[src/sv/p15chk_pkg.sv]
// ----------------------------------------------------------------------------
// p15chk_pkg
// Shared types and constants for the PRBS-15 page pattern checker.
// ----------------------------------------------------------------------------
package p15chk_pkg;

  localparam int unsigned PAGE_SIZE = 256;
  localparam int unsigned POS_W     = $clog2(PAGE_SIZE);

  localparam int unsigned PAGE_W    = 15;
  localparam int unsigned SREG_W    = 15;
  localparam int unsigned CNT_W     = 9;
  localparam int unsigned PAGES_W   = 16;
  localparam int unsigned BYTES_W   = 24;

  localparam logic [SREG_W-1:0]  SEED_TOP     = 15'h4000;
  localparam logic [SREG_W-1:0]  SEED_MASK    = 15'h3FFF;
  localparam logic [CNT_W-1:0]   PAGE_CNT_MAX = 9'h1FF;
  localparam logic [PAGES_W-1:0] PAGES_MAX    = 16'hFFFF;
  localparam logic [BYTES_W-1:0] BYTES_MAX    = 24'hFFFFFF;
  localparam logic [POS_W-1:0]   POS_LAST     = POS_W'(PAGE_SIZE - 1);

  typedef struct packed {
    logic [PAGE_W-1:0] page_number;
    logic [7:0]        read_byte;
    logic              clear_totals;
  } in_item_t;

  typedef struct packed {
    logic [7:0]         expected_byte;
    logic               mismatch;
    logic               page_done;
    logic [CNT_W-1:0]   page_bad_bytes;
    logic [PAGES_W-1:0] bad_pages_total;
    logic [BYTES_W-1:0] bad_bytes_total;
  } out_item_t;

endpackage

[src/sv/p15chk_if.sv]
// ----------------------------------------------------------------------------
// p15chk_in_if / p15chk_out_if
// Valid/ready channels for read-back beats and check results.
// ----------------------------------------------------------------------------
interface p15chk_in_if;
  logic                 valid;
  logic                 ready;
  p15chk_pkg::in_item_t data;

  modport source (output valid, output data, input ready);
  modport sink   (input valid, input data, output ready);
endinterface

interface p15chk_out_if;
  logic                  valid;
  logic                  ready;
  p15chk_pkg::out_item_t data;

  modport source (output valid, output data, input ready);
  modport sink   (input valid, input data, output ready);
endinterface

[src/sv/p15chk_lfsr8.sv]
// ----------------------------------------------------------------------------
// p15chk_lfsr8
// Eight unrolled steps of the x^15+x^14+1 generator, one pattern byte out.
// ----------------------------------------------------------------------------
module p15chk_lfsr8 (
  input  logic [p15chk_pkg::SREG_W-1:0] sreg_in,
  output logic [7:0]                    pattern_byte,
  output logic [p15chk_pkg::SREG_W-1:0] sreg_out
);

  always_comb begin
    logic [p15chk_pkg::SREG_W-1:0] s;
    logic [7:0]                    acc;
    s   = sreg_in;
    acc = '0;
    for (int k = 0; k < 8; k++) begin
      // emitted bit is taken before the shift, MSB first
      acc = {acc[6:0], s[14]};
      s   = {s[13:0], s[14] ^ s[13]};
    end
    pattern_byte = acc;
    sreg_out     = s;
  end

endmodule

[src/sv/prbs15_page_pattern_checker_unit.sv]
// ----------------------------------------------------------------------------
// prbs15_page_pattern_checker_unit
// Per-page PRBS-15 expected-byte generator and read-back checker.
// Result registered: valid in the cycle after the beat is accepted.
// Throughput: one beat per cycle while results are taken; the 8-step LFSR
// unroll and total add/saturate sit between accept and the result register.
// Reset: synchronous active-low; clears generator, position, page count,
// run totals and the result valid flag.
// ----------------------------------------------------------------------------
module prbs15_page_pattern_checker_unit (
  input logic          clk,
  input logic          rst_n,
  p15chk_in_if.sink    in_bus,
  p15chk_out_if.source out_bus
);

  logic [p15chk_pkg::SREG_W-1:0]  sreg_r, sreg_nxt;
  logic [p15chk_pkg::POS_W-1:0]   pos_r, pos_nxt;
  logic [p15chk_pkg::CNT_W-1:0]   cnt_r, cnt_nxt;
  logic [p15chk_pkg::PAGES_W-1:0] pages_r, pages_nxt;
  logic [p15chk_pkg::BYTES_W-1:0] bytes_r, bytes_nxt;
  logic                           out_valid_r;
  p15chk_pkg::out_item_t          out_data_r, out_data_nxt;

  logic                           accept;
  logic [p15chk_pkg::POS_W-1:0]   pos_eff;
  logic                           start;
  logic                           done;
  logic [p15chk_pkg::SREG_W-1:0]  sreg_in;
  logic [p15chk_pkg::SREG_W-1:0]  sreg_step;
  logic [7:0]                     pattern_byte;
  logic                           miss;
  logic [p15chk_pkg::CNT_W-1:0]   cnt_base;
  logic [p15chk_pkg::PAGES_W-1:0] pages_base;
  logic [p15chk_pkg::BYTES_W-1:0] bytes_base;
  logic [p15chk_pkg::BYTES_W:0]   bytes_sum;

  assign in_bus.ready  = !out_valid_r || out_bus.ready;
  assign accept        = in_bus.valid && in_bus.ready;
  assign out_bus.valid = out_valid_r;
  assign out_bus.data  = out_data_r;

  p15chk_lfsr8 u_lfsr8 (
    .sreg_in      (sreg_in),
    .pattern_byte (pattern_byte),
    .sreg_out     (sreg_step)
  );

  always_comb begin
    // clear restarts the page and zeroes totals before this beat counts
    pos_eff    = in_bus.data.clear_totals ? '0 : pos_r;
    pages_base = in_bus.data.clear_totals ? '0 : pages_r;
    bytes_base = in_bus.data.clear_totals ? '0 : bytes_r;
    start      = (pos_eff == '0);
    done       = (pos_eff == p15chk_pkg::POS_LAST);

    sreg_in  = start ? (p15chk_pkg::SEED_TOP |
                        (in_bus.data.page_number & p15chk_pkg::SEED_MASK))
                     : sreg_r;
    cnt_base = start ? '0 : cnt_r;

    miss    = (in_bus.data.read_byte != pattern_byte);
    cnt_nxt = (miss && cnt_base != p15chk_pkg::PAGE_CNT_MAX) ? cnt_base + 1'b1 : cnt_base;

    bytes_sum = {1'b0, bytes_base} + {{(p15chk_pkg::BYTES_W + 1 - p15chk_pkg::CNT_W){1'b0}},
                                      cnt_nxt};
    if (done) begin
      pages_nxt = (cnt_nxt != '0 && pages_base != p15chk_pkg::PAGES_MAX)
                  ? pages_base + 1'b1 : pages_base;
      bytes_nxt = bytes_sum[p15chk_pkg::BYTES_W] ? p15chk_pkg::BYTES_MAX
                                                 : bytes_sum[p15chk_pkg::BYTES_W-1:0];
      pos_nxt   = '0;
    end else begin
      pages_nxt = pages_base;
      bytes_nxt = bytes_base;
      pos_nxt   = pos_eff + 1'b1;
    end
    sreg_nxt = sreg_step;

    out_data_nxt.expected_byte   = pattern_byte;
    out_data_nxt.mismatch        = miss;
    out_data_nxt.page_done       = done;
    out_data_nxt.page_bad_bytes  = cnt_nxt;
    out_data_nxt.bad_pages_total = pages_nxt;
    out_data_nxt.bad_bytes_total = bytes_nxt;
  end

  always_ff @(posedge clk) begin
    if (!rst_n) begin
      sreg_r      <= '0;
      pos_r       <= '0;
      cnt_r       <= '0;
      pages_r     <= '0;
      bytes_r     <= '0;
      out_valid_r <= 1'b0;
    end else begin
      if (accept) begin
        sreg_r  <= sreg_nxt;
        pos_r   <= pos_nxt;
        cnt_r   <= cnt_nxt;
        pages_r <= pages_nxt;
        bytes_r <= bytes_nxt;
      end
      if (accept) begin
        out_valid_r <= 1'b1;
      end else if (out_bus.ready) begin
        out_valid_r <= 1'b0;
      end
    end
  end

  always_ff @(posedge clk) begin
    if (accept) begin
      out_data_r <= out_data_nxt;
    end
  end

endmodule

[src/flat_wrapper.sv]
// flat-port wrapper written by rule: the top's interface ports become plain ports
module prbs15_page_pattern_checker_unit_flat 
  (clk, rst_n, in_bus_valid, in_bus_data, in_bus_ready, out_bus_valid, out_bus_data, out_bus_ready);
  p15chk_in_if in_bus_i ();
  p15chk_out_if out_bus_i ();
  input logic clk;
  input logic rst_n;
  input wire logic [$bits(in_bus_i.valid)-1:0] in_bus_valid;
  input wire logic [$bits(in_bus_i.data)-1:0] in_bus_data;
  output wire logic [$bits(in_bus_i.ready)-1:0] in_bus_ready;
  output wire logic [$bits(out_bus_i.valid)-1:0] out_bus_valid;
  output wire logic [$bits(out_bus_i.data)-1:0] out_bus_data;
  input wire logic [$bits(out_bus_i.ready)-1:0] out_bus_ready;
  assign in_bus_i.valid = in_bus_valid;
  assign in_bus_i.data = in_bus_data;
  assign in_bus_ready = in_bus_i.ready;
  assign out_bus_valid = out_bus_i.valid;
  assign out_bus_data = out_bus_i.data;
  assign out_bus_i.ready = out_bus_ready;
  prbs15_page_pattern_checker_unit u_core (.clk(clk), .rst_n(rst_n), .in_bus(in_bus_i), .out_bus(out_bus_i));
endmodule
[config.mk]
export PLATFORM = sky130hd
export DESIGN_NAME = prbs15_page_pattern_checker_unit_flat
export DESIGN_NICKNAME = d
export VERILOG_FILES = /design/src/sv/p15chk_pkg.sv /design/src/sv/p15chk_if.sv /design/src/sv/p15chk_lfsr8.sv /design/src/sv/prbs15_page_pattern_checker_unit.sv /design/src/flat_wrapper.sv
export SDC_FILE = /design/constraint.sdc
export NUM_CORES = 1
export LEC_CHECK = 0
export BUFFER_PORTS_ARGS = -buffer_cell sky130_fd_sc_hd__buf_2
export CAP_MARGIN = 25
export CORE_ASPECT_RATIO = 0.5
export CORE_MARGIN = 2
export CORE_UTILIZATION = 30
export DETAILED_ROUTE_END_ITERATION = 10
export SETUP_SLACK_MARGIN = 0.15
export SLEW_MARGIN = 5
export SYNTH_ARGS = -nofsm -noshare
export SYNTH_HDL_FRONTEND = slang
export SYNTH_SLANG_ARGS = --single-unit
[constraint.sdc]
create_clock -name clk -period 9.1 [get_ports clk]
set_clock_uncertainty 0.05 [all_clocks]
set_input_delay 0.455 -clock clk [delete_from_list [all_inputs] [get_ports clk]]
set_output_delay 0.455 -clock clk [all_outputs]
set_load 0.01 [all_outputs]
After elaboration in Yosys (flattened, before gate mapping)
Index checks and enable logic that the tools add are counted.

Input bits: 28. Memories kept: 0. Register bits: 132. Bits in writable memories: 0. Latch bits: 0. Bits in read-only memories: 0. Output and inout port bits: 61.

Mux-type cells: 13. Bitwise operators: 8. Div/mod/pow operators: 0. Equal/unequal tests: 4. Reduce and logical (&&, ||, !) cells: 8. $lt $le $gt $ge: 0. Shifts and indexed selects: 0. Multiply operators: 0. Add/subtract/negate cells: 4.

Operators with widths (number): $mux 24 (3); $mux 16 (3); $add 24x9->25 (1); $mux 9 (2); $add 16x1->16 const B (1); $mux 8 (2); $ne 16x16->1 const B (1); $mux 15 (1); $add 9x1->9 const B (1); $ne 9x9->1 const B (1); $reduce_bool 9->1 (1); $add 8x1->8 const B (1); $eq 8x8->1 const B (1); $logic_not 8->1 (1); $ne 8x8->1 (1); $xor 1x1->1 (8); $logic_and 1x1->1 (3); $mux 1 (2); $reduce_bool 2->1 (1); $logic_not 1->1 (1); $logic_or 1x1->1 (1).

Longest topological paths before layout
Gate-level depths: netlist of the first run.

Depth after elaboration: 10. Mapped depth: 29. Mapped depth without buffers: 25.

Modules after synthesis
A second synthesis of the first run with hierarchy kept.

Cells, all modules: 815. Area, all modules: 7324.5 sq um.

By module, submodules not included: prbs15_page_pattern_checker_unit (sequential area each 3233.1 sq um, times used 1, cells each 792, area each 7141.8 sq um); p15chk_lfsr8 (sequential area each 0.0 sq um, times used 1, cells each 23, area each 182.7 sq um).

Worst setup path after synthesis of the first run
Ideal clock, no wire load.

Path type: input port to flip-flop. Start point: input in_bus_data[0]. End point: register u_core.out_data_r (netlist bit u_core.out_bus.data[21]), data pin. Path slack: 2353 ps. Data required time: 8786 ps. Arrival: 6433 ps. Stages: 28. Setup time: 264 ps. Path through: clkbuf_1 clkbuf_1 buf_1 nor2b_1 inv_1 ha_1 or4b_4 o21a_1 clkbuf_1 and2_1 ha_1 nand3_1 nor4_1 ha_1 a21oi_2 mux2_2 fa_1 a21o_1 a21oi_1 inv_1 a21oi_1 o221ai_2 a32oi_1 buf_4 nand2b_1 buf_6 buf_2 nand3_1.

Word-level cells in the longest chain between the ends: 9. Elaborated cells between the ends (all ways): 14. Those cells by class: 2 x add/sub; 3 x eq/ne; 7 x mux; 2 x reduce/logical.

Ends and longest elaborated chain: start: declaration (RTL line flat_wrapper.sv:9) `input wire logic [$bits(in_bus_i.data)-1:0] in_bus_data;`; $mux 8 (*) (RTL line prbs15_page_pattern_checker_unit.sv:51) `pos_eff = in_bus.data.clear_totals ? '0 : pos_r;`; $logic_not 8->1 (*) (RTL line prbs15_page_pattern_checker_unit.sv:54) `start = (pos_eff == '0);`; branches (longest 3 deep; another with $add 9x1->9); $mux 9 (*) (RTL line prbs15_page_pattern_checker_unit.sv:63) `cnt_nxt = (miss && cnt_base != p15chk_pkg::PAGE_CNT_MAX) ? cnt_base + 1'b1 : cnt_base;`; named net u_core.cnt_nxt (one bit) (RTL line prbs15_page_pattern_checker_unit.sv:19) `logic [p15chk_pkg::CNT_W-1:0] cnt_r, cnt_nxt;`; $add 24x9->25 (*) (RTL line prbs15_page_pattern_checker_unit.sv:65) `bytes_sum = {1'b0, bytes_base} + {{(p15chk_pkg::BYTES_W + 1 - p15chk_pkg::CNT_W){1'b0}},`; $mux 24 (*) (RTL line prbs15_page_pattern_checker_unit.sv:70) `bytes_nxt = bytes_sum[p15chk_pkg::BYTES_W] ? p15chk_pkg::BYTES_MAX`; $mux 24 (*) (RTL line prbs15_page_pattern_checker_unit.sv:67) `if (done) begin`; named net u_core.bytes_nxt (one bit) (RTL line prbs15_page_pattern_checker_unit.sv:21) `logic [p15chk_pkg::BYTES_W-1:0] bytes_r, bytes_nxt;`; end signal: assignment (RTL line prbs15_page_pattern_checker_unit.sv:114) `out_data_r <= out_data_nxt;`; end: declaration (RTL line prbs15_page_pattern_checker_unit.sv:23) `p15chk_pkg::out_item_t out_data_r, out_data_nxt;`.

Mark *: on every way through the listed nets, which the timed path passes. A chain may end at the register's enable or synchronous reset.

Final worst setup path of the first run
Start point: input in_bus_data[0]. End point: register u_core.out_data_r (netlist bit u_core.out_bus.data[14]), data pin.

Same word-level chain as after synthesis.

==> run_results.csv, run 1 <==
group,metric,value,unit
pwr,p_per_area,178,nW/µm²
pwr,power_switching_share,23.8,%
grt,grt_overflow_total,0,
synthesis,synth.most_common_cell,"sky130_fd_sc_hd__nand2_1",
grt,wire_length_of_the_first_global_routing_pass,29.4,mm
run_status,status,"finished, final reports clean",
synthesis,postSynthCellCount,792,
synthesis,ys_top_cells_by_area,"sky130_fd_sc_hd__edfxtp_1 24%, sky130_fd_sc_hd__dfxtp_1 20%, sky130_fd_sc_hd__nand2_1 4.3%",
sta,postLayoutSetupSlackWorst,2.02,ns
worst_setup_path,max_fo_critical_path,31,
placed_design,placement.setup.worst_slack,1.64,ns
synthesis,synth_sequential_area_ratio,44.4,%
floorplan,floorplan.die.width,224,µm
detailed_routing,detail_route.first_pass.iterations,5,
synthesis,post_synth.cell_area_avg,9.20,µm²
clock_tree,max-clock-path-buffers,2,
pwr,cell_internal_pwr,0.00117,W
synthesis,ys_types,81,
worst_setup_path,startpoint_types,"primary input",
grt,grt_pass1_vias,5767,
sta,max_slew.worst_pin.slew,1.01,ns
clock_tree,clkSinkCount,132,
synthesis,ys_ff_latch,132,
grt,grt_util_all_layers,14.6,%
worst_setup_path,arrival,7.16,ns
final_layout,final_layout_size_suffix_gt1_share,18.0,%
floorplan,die-area,25600,µm²
sta,final_hold_violation_count,0,
worst_setup_path,endpoint_kind,"flip-flop",
pwr,sequentialPowerShare,42.4,%
synthesis,synth_top_area_share,24.3,%
synthesis,synthesis.area,7280,µm²
worst_setup_path,worst-endpoint-required,9.18,ns
worst_setup_path,timing_worst_setup_path_type,"in -> reg",
final_layout,fin_nets,902,
synthesis,count_of_flip_flops_with_a_built_in_enable_after_synthesis,59,
detailed_routing,routed_wire_per_std_cell,15.3,µm
worst_setup_path,worst-r2r-setup-slack,2.14,ns
synthesis,synth_warnings,0,
worst_hold_path,min_path_type,"in -> reg",
clock_tree,cts_tree,"yes",
detailed_routing,detail_route.drc_violations,0,
pwr,combinationalPowerShare,7.7,%
sta,finalCriticalPeriod,7.08,ns
sta,fin_crit_sh,77.8,%
detailed_routing,finalWirelength,18.2,mm
synthesis,ys_async_sr_fraction,0,%
synthesis,synth_compound_gate_area_share,17.4,%
clock_tree,cts_root_buf,"sky130_fd_sc_hd__clkbuf_16",
sta,finalSetupViolations,0,
sta,achievable-frequency,141,MHz
detailed_routing,vias_per_cell,5.13,
detailed_routing,postRouteAntennaNets,0,
placed_design,hpwl,12.4,mm
clock_tree,ctsResizeCount,0,
grt,pin_count_of_the_biggest_net_entering_global_routing,96,
clock_tree,cts_buffers,17,
pwr,peakVddDrop,0.000125,V
grt,antenna_found_initial,0,
synthesis,synth.top_cells.by_count,"84 x sky130_fd_sc_hd__nand2_1, 75 x sky130_fd_sc_hd__nor2_1, 73 x sky130_fd_sc_hd__dfxtp_1, 59 x sky130_fd_sc_hd__edfxtp_1, 49 x sky130_fd_sc_hd__a21oi_1",
clock_tree,cts_max_level,4,
synthesis,postSynthNetCount,834,
pwr,clock_power_share,49.8,%
synthesis,synth_top_cell_by_area,"sky130_fd_sc_hd__edfxtp_1",
sta,setup_total_negative_slack,0,ns
clock_tree,cts_hold_buf,0,
pwr,totalPowerFinal,0.00154,W
clock_tree,clkSlewWorstSetupHoldPaths,0.06,ns
final_layout,layout.core_utilization,36.1,%
floorplan,initial_cell_density_of_the_core,30.4,%
clock_tree,worst_skew_pair.late_latency,0.43,ns
floorplan,core-area,23900,µm²
clock_tree,cts.repair_timing.setup_buffer_count,0,
final_layout,syn_to_final_growth,18.6,%
sta,slew_viol_final,0,
synthesis,synth_top_flop_cell,"sky130_fd_sc_hd__dfxtp_1",
placed_design,place.port_buffers,87,
pwr,power.leakage,3.48,nW
synthesis,combinational_family_with_the_most_area_after_synthesis,"simple AND/OR/NAND/NOR gates",
detailed_routing,detailedRoute.firstIterationViolations,429,
sta,grt_setup_unrepaired,"false",
detailed_routing,vias,6095,
synthesis,synthAdderAreaFrac,2.51,%
floorplan,top_level_ports,89,
synthesis,synth-xor-area-share,6.72,%
synthesis,synth-simple-area-share,21.4,%
sta,relSlewSlack,32.9,%
job,timing.max_cap.violations,0,
placed_design,global_placer_s_final_weighted_congestion,0.820,
pwr,switching_component_of_the_power,0.000367,W
synthesis,post_synth_mux_area_share,3.14,%
floorplan,placementRows,40,
final_layout,antenna-diode-count,0,
floorplan,die_h,114,µm
sequential cells by signal, summed over array words and instances (netlist names):
register	cells
u_core.pos_r	8
u_core.out_bus.valid	1
u_core.sreg_r	15
u_core.bytes_r	24
u_core.pages_r	16
u_core.cnt_r	9
u_core.out_bus.data	59
layout by cell type (no fill, tap or decap), types with 11 or more instances in the layout:
cell                        instances
sky130_fd_sc_hd__buf_2             87
sky130_fd_sc_hd__nand2_1           83
sky130_fd_sc_hd__nor2_1            75
sky130_fd_sc_hd__dfxtp_1           73
sky130_fd_sc_hd__edfxtp_1          59
sky130_fd_sc_hd__a21oi_1           49
sky130_fd_sc_hd__o21ai_0           35
sky130_fd_sc_hd__nor2b_1           29
sky130_fd_sc_hd__nand3_1           29
sky130_fd_sc_hd__xnor2_1           29
sky130_fd_sc_hd__xor2_1            25
sky130_fd_sc_hd__inv_1             20
sky130_fd_sc_hd__nor3_1            20
sky130_fd_sc_hd__mux2i_1           18
sky130_fd_sc_hd__and3_1            17
sky130_fd_sc_hd__clkbuf_16         17
sky130_fd_sc_hd__a31oi_1           16
sky130_fd_sc_hd__ha_1              13
sky130_fd_sc_hd__a211oi_1          12
sky130_fd_sc_hd__buf_4             11
cells by family after synthesis:
logic type / Yosys count
AO/OA/AOI/OAI: 183
XOR/XNOR: 55
adder cells (fa/ha/maj): 14
buffers and inverters: 73
flip-flops: 132
multiplexers: 22
AND/OR/NAND/NOR: 313
worst max-delay path: stages:
cell and delay (ns):
sky130_fd_sc_hd__buf_2 0.09, sky130_fd_sc_hd__buf_4 0.31, sky130_fd_sc_hd__nor2b_1 0.14, sky130_fd_sc_hd__inv_1 0.08
sky130_fd_sc_hd__ha_1 0.19, sky130_fd_sc_hd__or4b_4 0.51, sky130_fd_sc_hd__o21a_1 0.20, sky130_fd_sc_hd__buf_4 0.20
sky130_fd_sc_hd__and2_1 0.19, sky130_fd_sc_hd__ha_1 0.25, sky130_fd_sc_hd__nand3_1 0.21, sky130_fd_sc_hd__nor4_1 0.09
sky130_fd_sc_hd__ha_1 0.35, sky130_fd_sc_hd__a21oi_2 0.33, sky130_fd_sc_hd__mux2_2 0.44, sky130_fd_sc_hd__fa_1 0.47
sky130_fd_sc_hd__a21o_1 0.19, sky130_fd_sc_hd__a21oi_1 0.27, sky130_fd_sc_hd__inv_1 0.07, sky130_fd_sc_hd__a21oi_1 0.30
sky130_fd_sc_hd__o221ai_2 0.23, sky130_fd_sc_hd__a32oi_1 0.28, sky130_fd_sc_hd__buf_4 0.24, sky130_fd_sc_hd__nand2b_1 0.80
sky130_fd_sc_hd__o21ai_0 0.23
cell type report:
| cell class | instances | area, µm² |
|---|---|---|
| fill | 2423 | 15300 |
| clock inverter | 14 | 224 |
| tap | 315 | 394 |
| clock buffer | 18 | 429 |
| inverter | 23 | 88.8 |
| multi-input combinational | 587 | 3730 |
| sequential | 132 | 3230 |
| timing repair buffer | 99 | 546 |
path summary, 6_finish.rpt:
| path | startpoint | end | cells after the start |
|---|---|---|---|
| worst max-delay path | in_bus_data[0] | u_core.out_bus.data[14] | 25 |
| worst min-delay path | in_bus_valid | u_core.out_bus.valid | 3 |
| worst max register to register | u_core.pos_r[0] | u_core.out_bus.data[14] | 23 |
| worst min register to register | u_core.bytes_r[4] | u_core.bytes_r[4] | 2 |
stage by stage:
| stage | instances | area (µm²) | hold WS [ns] |
|---|---|---|---|
| global route | 1188 | 8640 | 0.222 |
| finish | 1188 | 8640 | 0.224 |
| CTS | 1187 | 8610 | 0.206 |
| global placement | 1155 | 7960 | 0.387 |
| detailed placement | 1155 | 7960 | 0.392 |
| floorplan | 792 | 7280 | 0.382 |
routing by layer:
metal	part of all wire [%]	up-vias	GRT usage, %
met4	1.5	0	5.03
met2	46	185	23.3
li1	-	3010	-
met3	5.1	19	3.64
met5	0	-	0
met1	47	2881	19.3
power by group through the flow:
stage / logic (W) / registers, W / clock network (W)
after floorplan: 0.0000687 / 0.000673 / 0
after global placement: 0.000117 / 0.000667 / 0
after detailed placement: 0.000119 / 0.000667 / 0
after CTS: 0.000119 / 0.000655 / 0.000782
after global routing: 0.000133 / 0.000657 / 0.000807
final: 0.000119 / 0.000654 / 0.000768
No activity file was read; power rests on OpenSTA's default activity.
==> run 2: changes to the inputs <==
- ABC_AREA: not set -> 1
- clock period: 9.1 -> 7 ns (I/O delays scaled with it)
==> run_results.csv, run 2 <==
group,metric,value,unit
worst_setup_path,crit_slowest_cell,"sky130_fd_sc_hd__nor2_2",
detailed_routing,vias,6876,
synthesis,synth_sequential_area_ratio,42.4,%
final_layout,antenna-diode-count,0,
synthesis,synth.top_cells.by_count,"204 x sky130_fd_sc_hd__nand2_1, 201 x sky130_fd_sc_hd__inv_1, 103 x sky130_fd_sc_hd__nor2_1, 73 x sky130_fd_sc_hd__dfxtp_1",
worst_setup_path,worst-endpoint-required,7.13,ns
pwr,power_switching_share,27.2,%
sta,postLayoutSetupSlackWorst,1.69,ns
floorplan,floorplan.die.width,229,µm
pwr,peakVddDrop,0.000152,V
pwr,power.leakage,4.25,nW
floorplan,die-area,26800,µm²
sta,fin_crit_sh,75.9,%
clock_tree,cts_tree,"yes",
synthesis,ys_top_cells_by_area,"sky130_fd_sc_hd__edfxtp_1 23%, sky130_fd_sc_hd__dfxtp_1 19%, sky130_fd_sc_hd__nand2_1 10%",
synthesis,synth_top_cell_by_area,"sky130_fd_sc_hd__edfxtp_1",
sta,setup_total_negative_slack,0,ns
pwr,switching_component_of_the_power,0.000548,W
floorplan,die_h,117,µm
worst_setup_path,max_fo_critical_path,11,
synthesis,postSynthNetCount,1088,
synthesis,synth_warnings,0,
final_layout,final_cell_mix,"203 x sky130_fd_sc_hd__nand2_1, 201 x sky130_fd_sc_hd__inv_1, 103 x sky130_fd_sc_hd__nor2_1, 87 x sky130_fd_sc_hd__buf_2, 73 x sky130_fd_sc_hd__dfxtp_1",
pwr,clock_power_share,43.0,%
synthesis,post_synth.cell_area_avg,7.29,µm²
floorplan,placementRows,41,
clock_tree,cts_root_buf,"sky130_fd_sc_hd__clkbuf_16",
grt,pin_count_of_the_biggest_net_entering_global_routing,93,
final_layout,commonest_non_fill_non_tap_cell_in_the_layout,"sky130_fd_sc_hd__nand2_1",
detailed_routing,detail_route.first_pass.iterations,5,
sta,max_slew.worst_pin.slew,0.980,ns
final_layout,final_layout_size_suffix_gt1_share,15.9,%
clock_tree,ctsResizeCount,0,
synthesis,synth.most_common_cell,"sky130_fd_sc_hd__nand2_1",
detailed_routing,finalWirelength,19.4,mm
floorplan,top_level_ports,89,
grt,antenna_found_initial,0,
sta,slew_viol_final,0,
grt,wire_length_of_the_first_global_routing_pass,32.3,mm
synthesis,postSynthCellCount,1046,
detailed_routing,routed_wire_per_std_cell,13.1,µm
detailed_routing,postRouteAntennaNets,0,
synthesis,synthesis.area,7630,µm²
worst_setup_path,critical_path.max_stage_delay,0.49,ns
worst_setup_path,timing_worst_setup_path_type,"reg -> reg",
placed_design,global_placer_s_final_weighted_congestion,0.895,
final_layout,fin_nets,1169,
grt,grt_util_all_layers,15.1,%
clock_tree,clkSlewWorstSetupHoldPaths,0.06,ns
final_layout,seq_area,3230,µm²
final_layout,syn_to_final_growth,18.0,%
final_layout,largest_reg_flops,59,
clock_tree,cts_hold_buf,0,
clock_tree,cts.repair_timing.setup_buffer_count,0,
sta,achievable-frequency,188,MHz
clock_tree,clkSinkCount,132,
final_layout,fillCellCount,2628,
pwr,combinationalPowerShare,13.2,%
sta,finalHoldWorstSlack,0.203,ns
pwr,sequentialPowerShare,43.8,%
placed_design,hpwl,13.7,mm
worst_hold_path,min_path_type,"in -> reg",
clock_tree,worst_skew_pair.late_latency,0.43,ns
worst_setup_path,arrival,5.44,ns
job,timing.max_cap.violations,0,
floorplan,core-area,25100,µm²
clock_tree,max-clock-path-buffers,2,
clock_tree,cts_max_level,4,
final_layout,layout.core_utilization,35.9,%
grt,grt_overflow_total,0,
detailed_routing,detail_route.drc_violations,0,
synthesis,ys_ff_latch,132,
detailed_routing,vias_per_cell,4.63,
synthesis,ys_async_sr_fraction,0,%
run_status,status,"finished, final reports clean",
synthesis,count_of_flip_flops_with_a_built_in_enable_after_synthesis,59,
placed_design,place.port_buffers,87,
worst_setup_path,startpoint_types,"flip-flop",
sta,final_hold_violation_count,0,
detailed_routing,detailedRoute.firstIterationViolations,460,
worst_setup_path,critical-path-top-cell-by-count,"sky130_fd_sc_hd__inv_1",
grt,grt_pass1_vias,6790,
synthesis,synth_top_flop_cell,"sky130_fd_sc_hd__dfxtp_1",
placed_design,placement.setup.worst_slack,1.35,ns
synthesis,ys_types,37,
sta,relSlewSlack,34.7,%
worst_setup_path,endpoint_kind,"flip-flop",
floorplan,initial_cell_density_of_the_core,30.4,%
sta,finalCriticalPeriod,5.31,ns
sta,grt_setup_unrepaired,"false",
clock_tree,cts_buffers,17,
pwr,p_per_area,224,nW/µm²
final_layout,multi_input_area,3460,µm²
pwr,cell_internal_pwr,0.00146,W
synthesis,synth_top_area_share,23.2,%
sta,finalSetupViolations,0,
run 2: cell count changes after synthesis, moves of 14 or more:
cell / delta
sky130_fd_sc_hd__o21ai_1: +29
sky130_fd_sc_hd__and3_1: -16
sky130_fd_sc_hd__a31oi_1: -14
sky130_fd_sc_hd__nor2_1: +28
sky130_fd_sc_hd__a21oi_1: +21
sky130_fd_sc_hd__mux2i_1: -18
sky130_fd_sc_hd__nor2b_1: -29
sky130_fd_sc_hd__nand2_2: +14
sky130_fd_sc_hd__xnor2_1: -20
sky130_fd_sc_hd__inv_1: +180
sky130_fd_sc_hd__nand3_1: +41
sky130_fd_sc_hd__nand2_1: +120
run 2: per-stage QoR:
stage                     instance area, µm²  total power, W  cells
after floorplan                         7630         0.00108   1046
after global placement                  8420         0.00116   1452
after detailed placement                8420         0.00116   1452
after CTS                               9000         0.00203   1484
after global routing                    9000         0.00210   1484
final                                   9000         0.00201   1484
run 2: final timing paths:
check | from | to | slack, ns | cells after the start
setup / recovery | u_core.pos_r[0] | u_core.out_bus.data[7] | 1.69 | 34
hold / removal | out_bus_ready | u_core.out_bus.valid | 0.20 | 4
setup reg to reg | u_core.pos_r[0] | u_core.out_bus.data[7] | 1.69 | 34
hold reg to reg | u_core.pos_r[5] | u_core.pos_r[5] | 0.43 | 2
run 2: kinds of logic (layout without fill, tap and decap cells):
logic type / after synthesis / after routing / share of synthesized area (%)
xor+xnor: 31 / 31 / 3.86
simple gates: 468 / 468 / 28.3
fa+ha+maj: 14 / 14 / 2.40
flops: 132 / 132 / 42.4
buf+inv: 245 / 339 / 12.3
compound gates: 156 / 156 / 10.7
run 2: layout make-up:
class / count / share of cell area, %
Timing Repair Buffer: 96 / 5.59
Clock buffer: 22 / 5.63
Clock inverter: 10 / 0.765
Tap cell: 344 / 4.78
Sequential cell: 132 / 35.9
Multi-Input combinational cell: 669 / 38.5
Inverter: 211 / 8.83
run 2: power groups by stage:
stage | Sequential, W | Clock, W | Combinational (W)
final | 0.000881 | 0.000865 | 0.000266
after global routing | 0.000886 | 0.000914 | 0.000303
after floorplan | 0.000909 | 0 | 0.000175
after detailed placement | 0.000898 | 0 | 0.000267
after global placement | 0.000896 | 0 | 0.000261
after CTS | 0.000882 | 0.000883 | 0.000268
run 2: routing by layer:
metal	global-route usage, %	wire [µm]	part of all wire, %
met1	18.4	9070	47
met2	26.1	9120	47
met3	3.22	817	4.2
met4	6.97	396	2.0
met5	0	0	0
run 2: worst max-delay path, delay by kind of cell, from the launching register on:
family | cells | cell delay (ns)
AND/OR/NAND/NOR | 17 | 1.84
adder cells (fa/ha/maj) | 5 | 1.26
buffers and inverters | 8 | 0.96
AO/OA/AOI/OAI | 3 | 0.43
flip-flops | 1 | 0.30
XOR/XNOR | 1 | 0.22
==> run 3: changes to the inputs <==
- ABC_AREA: 1 -> 0
- clock period: 7 -> 4.59 ns (I/O delays scaled with it)
==> run_results.csv, run 3 (same netlist as run 1, synthesis figures left out) <==
group,metric,value,unit
pwr,p_per_area,309,nW/µm²
worst_setup_path,startpoint_types,"flip-flop",
pwr,totalPowerFinal,0.00307,W
final_layout,largest_reg_flops,59,
sta,achievable-frequency,200,MHz
grt,grt_util_all_layers,15.4,%
sta,finalHoldWorstSlack,0.0224,ns
final_layout,final_cell_mix,"93 x sky130_fd_sc_hd__buf_4, 87 x sky130_fd_sc_hd__buf_2, 77 x sky130_fd_sc_hd__nand2_1, 72 x sky130_fd_sc_hd__dfxtp_1, 71 x sky130_fd_sc_hd__nor2_1",
sta,max_slew.worst_pin.slew,0.879,ns
pwr,power_switching_share,24.1,%
clock_tree,max-clock-path-buffers,2,
sta,final_hold_violation_count,0,
worst_setup_path,worst-r2r-setup-slack,-0.41,ns
detailed_routing,routed_wire_per_std_cell,15.7,µm
placed_design,placement.setup.worst_slack,-0.662,ns
placed_design,dpl-instance-area,8600,µm²
run_status,failed_checks,"negative setup slack",
floorplan,die_h,114,µm
pwr,cell_internal_pwr,0.00233,W
final_layout,fin_nets,995,
placed_design,place.port_buffers,87,
sta,finalSetupViolations,48,
detailed_routing,detail_route.first_pass.iterations,5,
final_layout,syn_to_final_growth,36.1,%
pwr,sequentialPowerShare,42.4,%
final_layout,final_layout_size_suffix_gt1_share,33.0,%
final_layout,postLayoutCellArea,9910,µm²
worst_setup_path,path_cells,"nor2b_4 > inv_2 > ha_4 > or4b_4 > o211a_1 > or3_1 > a222oi_1 > buf_4 > a21oi_4 > mux2_4 > ha_4 > a21o_1 > a21oi_2 > o21bai_2 > a211oi_2 > nor2_1 > mux2_4 > o21a_1 > or3_1 > a21oi_2 > nor2_2",
grt,antenna_found_initial,1,
sta,slew_viol_final,0,
clock_tree,cts_buffers,17,
clock_tree,cts_max_level,4,
run_status,status,"finished with violations",
pwr,combinationalPowerShare,8.8,%
worst_setup_path,max_fo_critical_path,5,
pwr,power.leakage,4.07,nW
clock_tree,clkSinkCount,132,
pwr,switching_component_of_the_power,0.000740,W
worst_setup_path,endpoint_kind,"flip-flop",
floorplan,initial_cell_density_of_the_core,30.4,%
job,timing.max_cap.violations,0,
floorplan,placementRows,40,
clock_tree,cts_root_buf,"sky130_fd_sc_hd__clkbuf_16",
worst_setup_path,crit_slowest_cell,"sky130_fd_sc_hd__or4b_4",
clock_tree,worst_skew_pair.late_latency,0.43,ns
sta,finalCriticalPeriod,5.00,ns
detailed_routing,finalWirelength,20.1,mm
sta,fin_crit_sh,109,%
detailed_routing,vias_per_cell,5.13,
pwr,peakVddDrop,0.000245,V
sta,setup_total_negative_slack,-15.06,ns
worst_setup_path,critical_path.max_stage_delay,0.50,ns
grt,wire_length_of_the_first_global_routing_pass,31.6,mm
detailed_routing,detailedRoute.firstIterationViolations,405,
grt,grt_pass1_vias,6272,
worst_setup_path,arrival,5.12,ns
worst_setup_path,timing_worst_setup_path_type,"reg -> reg",
floorplan,core-area,23900,µm²
detailed_routing,postRouteAntennaNets,0,
floorplan,die-area,25600,µm²
detailed_routing,detail_route.drc_violations,0,
sta,grt_setup_unrepaired,"true",
placed_design,hpwl,13.2,mm
sta,relSlewSlack,41.4,%
floorplan,floorplan.die.width,224,µm
grt,grt_overflow_total,0,
detailed_routing,vias,6580,
pwr,clock_power_share,48.9,%
sta,postLayoutSetupSlackWorst,-0.409,ns
grt,pin_count_of_the_biggest_net_entering_global_routing,83,
worst_setup_path,worst-endpoint-required,4.71,ns
worst_hold_path,min_path_type,"in -> reg",
clock_tree,clkSlewWorstSetupHoldPaths,0.06,ns
clock_tree,cts_tree,"yes",
placed_design,global_placer_s_final_weighted_congestion,0.906,
floorplan,top_level_ports,89,
final_layout,commonest_non_fill_non_tap_cell_in_the_layout,"sky130_fd_sc_hd__buf_4",
run 3: metal layers:
layer,track usage [%],vias up,share of wire [%]
met2,26.0,135,48
met5,0,-,0
met4,5.43,0,1.7
li1,-,3187,-
met1,20.0,3229,48
met3,2.54,29,3.0
run 3: worst max-delay path: cells and delay by family, from the launching register on:
kind	cells	cell delay (ns)
flip-flops	1	0.32
buffers and inverters	2	0.25
multiplexers	2	0.67
AND/OR/NAND/NOR	6	1.41
AO/OA/AOI/OAI	9	1.69
adder cells (fa/ha/maj)	2	0.34
run 3: cell type report:
cell class / instances / area, µm²
Sequential cell: 132 / 3230
Tap cell: 315 / 394
Multi-Input combinational cell: 587 / 4210
Clock inverter: 13 / 195
Inverter: 23 / 88.8
Clock buffer: 19 / 454
Antenna cell: 1 / 2.50
Timing Repair Buffer: 192 / 1330
Fill cell: 2271 / 14000
run 3: what timing repair did:
| action | in CTS | in global routing |
|---|---|---|
| pin swaps | 26 | 33 |
| setup buffers | 20 | 9 |
| hold buffers | 1 | 0 |
| cloned | 0 | 2 |
| hold endpoints to repair | 1 | 0 |
| gates resized for setup | 37 | 39 |
| endpoints found under the setup margin | 48 | 48 |
run 3: final timing paths:
| check | from | to | depth (start not counted) |
|---|---|---|---|
| max reg2reg | u_core.pos_r[0] | u_core.out_bus.data[7] | 21 |
| min reg2reg | u_core.bytes_r[4] | u_core.bytes_r[4] | 2 |
| max | u_core.pos_r[0] | u_core.out_bus.data[7] | 21 |
| min | in_bus_data[12] | u_core.sreg_r[11] | 3 |
run 3: stage by stage:
step | util (%) | cells
3_3_place_gp | 35.9 | 1216
6_report | 41.4 | 1282
3_5_place_dp | 36.0 | 1217
2_1_floorplan | - | 792
4_1_cts | 40.1 | 1270
5_1_grt | 41.4 | 1282
run 3: power by group through the flow:
stage               Sequential (W)  Clock (W)  Combinational (W)
global placement           0.00132          0           0.000248
global route               0.00130    0.00157           0.000293
finish                     0.00130    0.00150           0.000269
detailed placement         0.00132          0           0.000254
CTS                        0.00130    0.00152           0.000261
floorplan                  0.00133          0           0.000145
